**src/rtl/core/gfm_pkg.sv**
```systemverilog
// Package of the GF(2) polynomial multiplier: sizes, codes, port structs and
// the 32 by 32 carry-less product. No dependencies.
`default_nettype none

package gfm_pkg;

  // Operand length in 64-bit words, and derived sizes.
  localparam int OPERAND_WORDS = 80;
  localparam int PRODUCT_WORDS = 2 * OPERAND_WORDS;
  localparam int OP_ADDR_W     = (OPERAND_WORDS > 1) ? $clog2(OPERAND_WORDS) : 1;
  localparam int PROD_ADDR_W   = $clog2(PRODUCT_WORDS);
  localparam int INDEX_W       = 8;
  localparam int CMP_W         = 10;
  localparam int WORD_W        = 64;

  typedef enum logic [1:0] {
    FUNC_LOAD    = 2'd0,
    FUNC_COMPUTE = 2'd1,
    FUNC_READ    = 2'd2,
    FUNC_NONE    = 2'd3
  } func_e;

  typedef enum logic [1:0] {
    STATUS_OK        = 2'd0,
    STATUS_RANGE     = 2'd1,
    STATUS_NOT_READY = 2'd2
  } status_e;

  // Operand store read request from the sequencer.
  typedef struct packed {
    logic                 re;
    logic [OP_ADDR_W-1:0] a_addr;
    logic [OP_ADDR_W-1:0] b_addr;
  } op_rd_t;

  // Product store read request.
  typedef struct packed {
    logic                   re;
    logic [PROD_ADDR_W-1:0] addr;
  } prod_rd_t;

  // Product store write request.
  typedef struct packed {
    logic                   we;
    logic [PROD_ADDR_W-1:0] addr;
    logic [WORD_W-1:0]      data;
  } prod_wr_t;

  // Carry-less product of two 32-bit words.
  function automatic logic [62:0] clmul32(input logic [31:0] x, input logic [31:0] y);
    logic [62:0] acc;
    acc = '0;
    for (int k = 0; k < 32; k++) begin
      if (y[k]) begin
        acc = acc ^ ({31'b0, x} << k);
      end
    end
    return acc;
  endfunction

endpackage

`default_nettype wire

```
**src/rtl/core/gfm_clmul_pipe.sv**
```systemverilog
// Two-stage 64 by 64 carry-less multiplier: four 32-bit partial products,
// then their combination into a low and a high word. Depends on gfm_pkg.
`default_nettype none

module gfm_clmul_pipe
  import gfm_pkg::*;
(
  input  wire logic              clk_i,
  input  wire logic [WORD_W-1:0] a_i,
  input  wire logic [WORD_W-1:0] b_i,
  output logic      [WORD_W-1:0] lo_o,
  output logic      [WORD_W-1:0] hi_o
);

  logic [62:0]         ll_q;
  logic [62:0]         lh_q;
  logic [62:0]         hl_q;
  logic [62:0]         hh_q;
  logic [2*WORD_W-1:0] full;
  logic [WORD_W-1:0]   lo_q;
  logic [WORD_W-1:0]   hi_q;

  // First stage: the four half-word products.
  always_ff @(posedge clk_i) begin
    ll_q <= clmul32(a_i[31:0],  b_i[31:0]);
    lh_q <= clmul32(a_i[31:0],  b_i[63:32]);
    hl_q <= clmul32(a_i[63:32], b_i[31:0]);
    hh_q <= clmul32(a_i[63:32], b_i[63:32]);
  end

  // Second stage: align and merge the partial products.
  always_comb begin
    full = {65'b0, ll_q}
         ^ ({65'b0, lh_q} << 32)
         ^ ({65'b0, hl_q} << 32)
         ^ ({65'b0, hh_q} << 64);
  end

  always_ff @(posedge clk_i) begin
    lo_q <= full[WORD_W-1:0];
    hi_q <= full[2*WORD_W-1:WORD_W];
  end

  assign lo_o = lo_q;
  assign hi_o = hi_q;

endmodule

`default_nettype wire

```
**config.mk**
```make
export PLATFORM = sky130hd
export DESIGN_NAME = gfm_clmul_pipe
export DESIGN_NICKNAME = d
export VERILOG_FILES = /design/src/rtl/core/gfm_pkg.sv /design/src/rtl/core/gfm_clmul_pipe.sv
export SDC_FILE = /design/constraint.sdc
export NUM_CORES = 2
export LEC_CHECK = 0
export ABC_AREA = 1
export ABC_CLOCK_PERIOD_IN_PS = 2440
export BUFFER_PORTS_ARGS = -buffer_cell sky130_fd_sc_hd__buf_2
export CAP_MARGIN = 20
export CORE_MARGIN = 1
export CORE_UTILIZATION = 53
export DETAILED_ROUTE_END_ITERATION = 10
export PLACE_DENSITY = 0.7
export RECOVER_POWER = 50
export SLEW_MARGIN = 0
export SYNTH_ARGS = -nofsm -noshare
export SYNTH_HDL_FRONTEND = slang
export SYNTH_SLANG_ARGS = --single-unit
```
**constraint.sdc**
```tcl
create_clock -name clk_i -period 2.44 [get_ports clk_i]
set_input_delay 0.244 -clock clk_i [delete_from_list [all_inputs] [get_ports clk_i]]
set_output_delay 0.244 -clock clk_i [all_outputs]
set_load 0.05 [all_outputs]
```
* Yosys cells after proc, flatten, opt, wreduce, memory -nomap -nowiden
Cells that the tools add are included.
** Cells by class
- Multiplexer cells :: 128
- Bitwise logic cells :: 127
** Operators with widths (number)
- $mux W63 :: 124
- $xor A63 B34 Y63 :: 4
- $xor A63 B35 Y63 :: 4
- $xor A63 B36 Y63 :: 4
- $xor A63 B37 Y63 :: 4
- $xor A63 B38 Y63 :: 4
- $xor A63 B39 Y63 :: 4
- $xor A63 B40 Y63 :: 4
- $xor A63 B41 Y63 :: 4
- $xor A63 B42 Y63 :: 4
- $xor A63 B43 Y63 :: 4
- $xor A63 B44 Y63 :: 4
- $xor A63 B45 Y63 :: 4
- $xor A63 B46 Y63 :: 4
- $xor A63 B47 Y63 :: 4
- $xor A63 B48 Y63 :: 4
- $xor A63 B49 Y63 :: 4
- $xor A63 B50 Y63 :: 4
- $xor A63 B51 Y63 :: 4
- $xor A63 B52 Y63 :: 4
- $xor A63 B53 Y63 :: 4
- $xor A63 B54 Y63 :: 4
- $xor A63 B55 Y63 :: 4
- $xor A63 B56 Y63 :: 4
- 12 further kinds :: 39
** Storage, ports and cells
- Register bits after elaboration :: 380
- Input port bits :: 129
- Output and inout bits :: 128
- Logic and storage cells :: 261

* Depth between registers and ports, before layout
- Depth after elaboration :: 63
- Depth in mapped cells :: 20
- Gate-level depth less buffers :: 19

* Least setup slack after synthesis
OpenSTA, ideal clock, no wires.
- Path type :: input to register
- From :: input a_i[10]
- To :: register ll_q[35]
- Setup time :: 0.112 ns
- Arrival time :: 1.489 ns
- Required time :: 2.328 ns
- Slack :: 0.839 ns
- Stages on the path :: 13
- Buffers on the path :: 2
- Path through :: buf_4 > buf_2 > nand2_1 > xnor2_1 > xnor2_1 > xor2_1 > inv_1 > nand2_1 > nand2_1 > nand2_1 > nand2_1 > nand2_1 > nand2_1
** On the way
- Cells in the longest elaborated chain, start to end :: 14
** Ends and longest elaborated chain
- start, declared :: RTL line gfm_clmul_pipe.sv:9 : input wire logic [WORD_W-1:0] a_i,
- $xor A63 B57 Y63 (*) :: RTL line gfm_pkg.sv:55 : acc = acc ^ ({31'b0, x} << k);
- $mux W63 (*) :: RTL line gfm_pkg.sv:54 : if (y[k]) begin
- $xor A63 B58 Y63 :: RTL line gfm_pkg.sv:55
- $mux W63 (*) :: RTL line gfm_pkg.sv:54
- $xor A63 B59 Y63 :: RTL line gfm_pkg.sv:55
- $mux W63 (*) :: RTL line gfm_pkg.sv:54
- $xor A63 B60 Y63 :: RTL line gfm_pkg.sv:55
- $mux W63 (*) :: RTL line gfm_pkg.sv:54
- $xor A63 B61 Y63 :: RTL line gfm_pkg.sv:55
- $mux W63 (*) :: RTL line gfm_pkg.sv:54
- $xor A63 B62 Y63 :: RTL line gfm_pkg.sv:55
- $mux W63 (*) :: RTL line gfm_pkg.sv:54
- $xor A63 B63 Y63 :: RTL line gfm_pkg.sv:55
- $mux W63 (*) :: RTL line gfm_pkg.sv:54
- end signal, assigned :: RTL line gfm_clmul_pipe.sv:25 : ll_q <= clmul32(a_i[31:0], b_i[31:0]);
- end, declared :: RTL line gfm_clmul_pipe.sv:15 : logic [62:0] ll_q;
Every way passes the cells marked *; elsewhere a longest branch is shown, timed or not.

* Worst setup path after layout
- From :: input b_i[63]
- To :: register hh_q[52]
** On the way
- Cells in the longest elaborated chain, start to end :: 1
** Ends and longest elaborated chain
- start, declared :: RTL line gfm_clmul_pipe.sv:10 : input wire logic [WORD_W-1:0] b_i,
- $mux W63 :: RTL line gfm_pkg.sv:54
- end signal, assigned :: RTL line gfm_clmul_pipe.sv:28 : hh_q <= clmul32(a_i[63:32], b_i[63:32]);
- end, declared :: RTL line gfm_clmul_pipe.sv:18 : logic [62:0] hh_q;
Every way passes these cells.

==> results <==
- The via count of the first global-routing pass is 64700.
- The setup check on the worst reg-to-reg path leaves a slack of 0.74 ns.
- After synthesis, the cell types taking the most area are sky130_fd_sc_hd__xnor2_1, sky130_fd_sc_hd__nand2_1, sky130_fd_sc_hd__xor2_1, sky130_fd_sc_hd__dfxtp_1, sky130_fd_sc_hd__buf_2.
- The leftover overflow at the end of global routing is 0.
- Detailed routing inserted a total of 68000 vias.
- Sorting the synthesized cells by how often they occur yields sky130_fd_sc_hd__nand2_1, sky130_fd_sc_hd__xnor2_1, sky130_fd_sc_hd__xor2_1, sky130_fd_sc_hd__buf_2, sky130_fd_sc_hd__inv_1.
- Counting flops with a built-in enable in the synthesized netlist gives 0.
- Summed over all nets, the half-perimeter wirelength after detailed placement is 173 mm.
- In this run, distinct cell masters in the synthesized netlist total 24.
- From bottom edge to top edge, the die measures 359 µm.
- The run finished with clean final reports.
- The number of antenna violations at the first check in global routing is 10.
- Setup repair after global routing left no endpoint under its margin.
- The mapped netlist covers 67400 µm².
- For the worst-skew pair, the clock arrives at the later sink with an insertion delay of 0.68 ns.
- After clock tree synthesis, the repair step resized 0 gates.
- For this run, the number of Yosys warnings is 0.
- The top flip-flop cell by instance count after synthesis is sky130_fd_sc_hd__dfxtp_1.
- After clock tree synthesis, the flow added hold-fix buffers numbering 0.
- Summed over its instances, the top area cell type makes up 32.9% of the synthesized netlist area.
- TritonCTS built the clock tree.
- STA classifies the critical path startpoint as a primary input.
- The slowest stage of the critical path is the sky130_fd_sc_hd__clkbuf_1 cell.
- The fraction of the cycle the final worst path needs is 83.8%.
- In this run the remaining antenna-violating nets after routing total 0.
- Clock tree synthesis selected as its root buffer the cell sky130_fd_sc_hd__clkbuf_16.
- The synthesized design spends more area on one cell type than any other, namely sky130_fd_sc_hd__xnor2_1.
- The maximum clock rate is 489 MHz.
- The fraction of final layout cells sized beyond drive strength 1 is 8.12%.
- Setup violations remaining at the end of the flow were counted as 0.
- In this design, the critical path's most frequently occurring cell is sky130_fd_sc_hd__xnor2_1.
- For this run, design rule violations remaining after detail routing come to 0.
- Once the floorplan was initialized, standard cells occupied 53.6% of the core.
- The placement row count is 130.
- The all-layer global routing usage is 40.5%.
- 257 I/O pins were placed.
- The sum of routed wire length over all layers is 269 mm.
- The final-stage net count is 10600.
- The portion of the post-synthesis area used by sequential elements is 11.3%.
- Clock skew on the completed layout was measured at 0.0368 ns.
- After detailed routing, the average wire length per cell comes to 22.1 µm.
- The data required time of the critical path is 3.02 ns.
- The number of failing hold endpoints at the final stage is 0.
- After synthesis, the share of flip-flops with an asynchronous set or reset is 0%.
- Dividing the synthesized area by the synthesized cell count gives 6.37 µm².
- In this run, the number of DRC markers left after iteration 0 of detailed routing was 9145.
- The worst-path maximum fanout is 14.
- The cell count after placement is 12100.
- The endpoint arrival time on the critical path is 2.63 ns.
- The standard cell core area is 126000 µm².
- The post-synthesis instance total is 10600.
- In this run, CTS created clock tree buffers numbering 53.
- The worst vdd rail ir drop is 723 µV.
- The clock net in this run drives a total of 379 sinks.
- The most repeated cell in the gate-level netlist after synthesis is sky130_fd_sc_hd__nand2_1.
- No sink is reached through more buffers than the 3 on the longest clock path.
- The die is 359 µm wide.
- Walking the worst path, the cells encountered are clkbuf_1 -> buf_4 -> buf_4 -> nand2_1 -> xnor2_1 -> xnor2_1 -> xor2_1 -> xnor2_1.
- On the worst path, the slowest cell contributes a delay of 1.00 ns.
- The worst setup path is captured at a flop.
- The placer's final routability congestion estimate is 0.971.
- The final count of pins violating max slew came to 0.
- CTS built an H-tree with a depth of 2.
- The growth of design area from synthesis to finish is 8.29%.
- The first-pass GRT wire length is 398 mm.
- The number of iterations in the first detailed-routing pass is 6.
- The filler cells instantiated in the layout total 12100.
- The total nets after synthesis is 10700.
- In this run the post-CTS setup repair buffer count came out at 0.
- The count of state elements after synthesis is 379.
- The tightest min-delay check is of the primary input to flop type.
- The detailed-route vias per instance is 5.59.
- The count of placed standard cells in the final layout, fillers left out is 12200.
- The worst setup path is of the primary input to flop kind.
- In this run the static leakage power is 32.8 nW.
- The tool flagged a number of max-cap violations equal to 0.
- The CTS clock-pin slew for the worst setup and hold paths is 0.06 ns.
- The die area is 129000 µm².
- The count of port buffers added during placement is 255.
- The largest net degree at the start of global routing is 65.
- Power spread over the standard cell area amounts to 700 nW/µm².
- The worst slew margin relative to its limit is 5.67%.
- The worst path needs 2.04 ns of the cycle, external delays included.
- After routing, the total negative slack on setup checks comes to 0 ns.
- At the pin with the least slew margin, the transition time is 1.41 ns.
==> per-layer routing <==
metal	track usage (%)	share of wire, %	wire length, µm
met4	23.7	6.7	18100
met1	52.3	38	102000
met3	10.1	14	38700
met5	0	0.042	114
met2	60.7	41	110000
==> worst max-delay path, delay by kind of cell <==
kind                      cells  cell delay (ns)
buffers and inverters         3             1.59
xor gates and xnor gates      4             0.68
and+or+nand+nor               1             0.08
==> path summary, 6_finish.rpt <==
| path | start | end | cells past startpoint |
|---|---|---|---|
| hold reg to reg | hh_q[37] | hi_o[37] | 0 |
| hold / removal | b_i[62] | hh_q[48] | 5 |
| setup reg to reg | hl_q[33] | hi_o[1] | 2 |
| setup / recovery | b_i[63] | hh_q[52] | 8 |
==> power by group <==
group / leakage, nW / switching (mW) / internal, mW / total [mW]
combinational: 28.6 / 19.6 / 11.8 / 31.4
clock: 0.940 / 3.69 / 5.24 / 8.93
sequential: 3.20 / 1.40 / 9.36 / 10.8
==> logic make-up (layout without fill, tap and decap cells) <==
family          after synthesis  after routing  share of synthesized area, %
simple gates               5265           5265                          30.2
flops                       379            379                          11.3
xor+xnor                   3659           3659                          47.8
other cells                   1              3                       0.00556
compound gates                1              1                        0.0111
buf+inv                    1289           1218                          10.8
==> final cells by class <==
class                      instances  area (µm²)  area share, %
antenna                            2        5.00        0.00685
clock buffer                      64        1450           1.98
clock inverter                    35         490          0.672
inverter                         392        1470           2.01
multi-input combinational       8926       52600           72.0
sequential                       379        7590           10.4
tap                             1650        2060           2.83
timing repair buffer             727        7370           10.1
==> flip-flops by register name, summed over array words and instances (netlist names) <==
register,cells
ll_q,63
lo_o,64
hh_q,63
hl_q,63
hi_o,63
lh_q,63
==> through the flow <==
stage	setup WS, ns	hold WS (ns)	cell area [µm²]	utilization, %	power [mW]
2_1_floorplan	0.839	0.310	67400	-	33.3
3_5_place_dp	0.0721	0.312	71200	56.5	41.7
5_1_grt	0.334	0.102	73000	58.0	53.7
6_report	0.396	0.0946	73000	58.0	51.1
4_1_cts	0.731	0.0607	73100	58.1	50.8
3_3_place_gp	0.0739	0.310	71200	56.5	41.2
==> placed cells by master, fill, tap and decap left out, types with 2 or more instances in the layout <==
| master | n |
|---|---|
| sky130_fd_sc_hd__or2_2 | 28 |
| sky130_fd_sc_hd__dfxtp_1 | 379 |
| sky130_fd_sc_hd__xnor3_1 | 8 |
| sky130_fd_sc_hd__bufinv_16 | 9 |
| sky130_fd_sc_hd__clkinv_2 | 6 |
| sky130_fd_sc_hd__nand2_2 | 9 |
| sky130_fd_sc_hd__clkbuf_16 | 54 |
| sky130_fd_sc_hd__nand2_1 | 4942 |
| sky130_fd_sc_hd__nand3b_1 | 53 |
| sky130_fd_sc_hd__nand3_1 | 174 |
| sky130_fd_sc_hd__clkinvlp_4 | 5 |
| sky130_fd_sc_hd__nor2_1 | 26 |
| sky130_fd_sc_hd__inv_6 | 7 |
| sky130_fd_sc_hd__nand2b_1 | 4 |
| sky130_fd_sc_hd__buf_2 | 253 |
| sky130_fd_sc_hd__xnor2_1 | 2535 |
| sky130_fd_sc_hd__buf_4 | 250 |
| sky130_fd_sc_hd__buf_12 | 208 |
| sky130_fd_sc_hd__diode_2 | 2 |
| sky130_fd_sc_hd__or2_1 | 13 |
| sky130_fd_sc_hd__xor2_1 | 1107 |
| sky130_fd_sc_hd__clkbuf_8 | 6 |
| sky130_fd_sc_hd__clkbuf_1 | 18 |
| sky130_fd_sc_hd__inv_1 | 392 |
| sky130_fd_sc_hd__nand4_1 | 15 |
| sky130_fd_sc_hd__xnor2_2 | 9 |
| sky130_fd_sc_hd__clkinv_4 | 5 |
No activity file was read; power rests on OpenSTA's default activity.
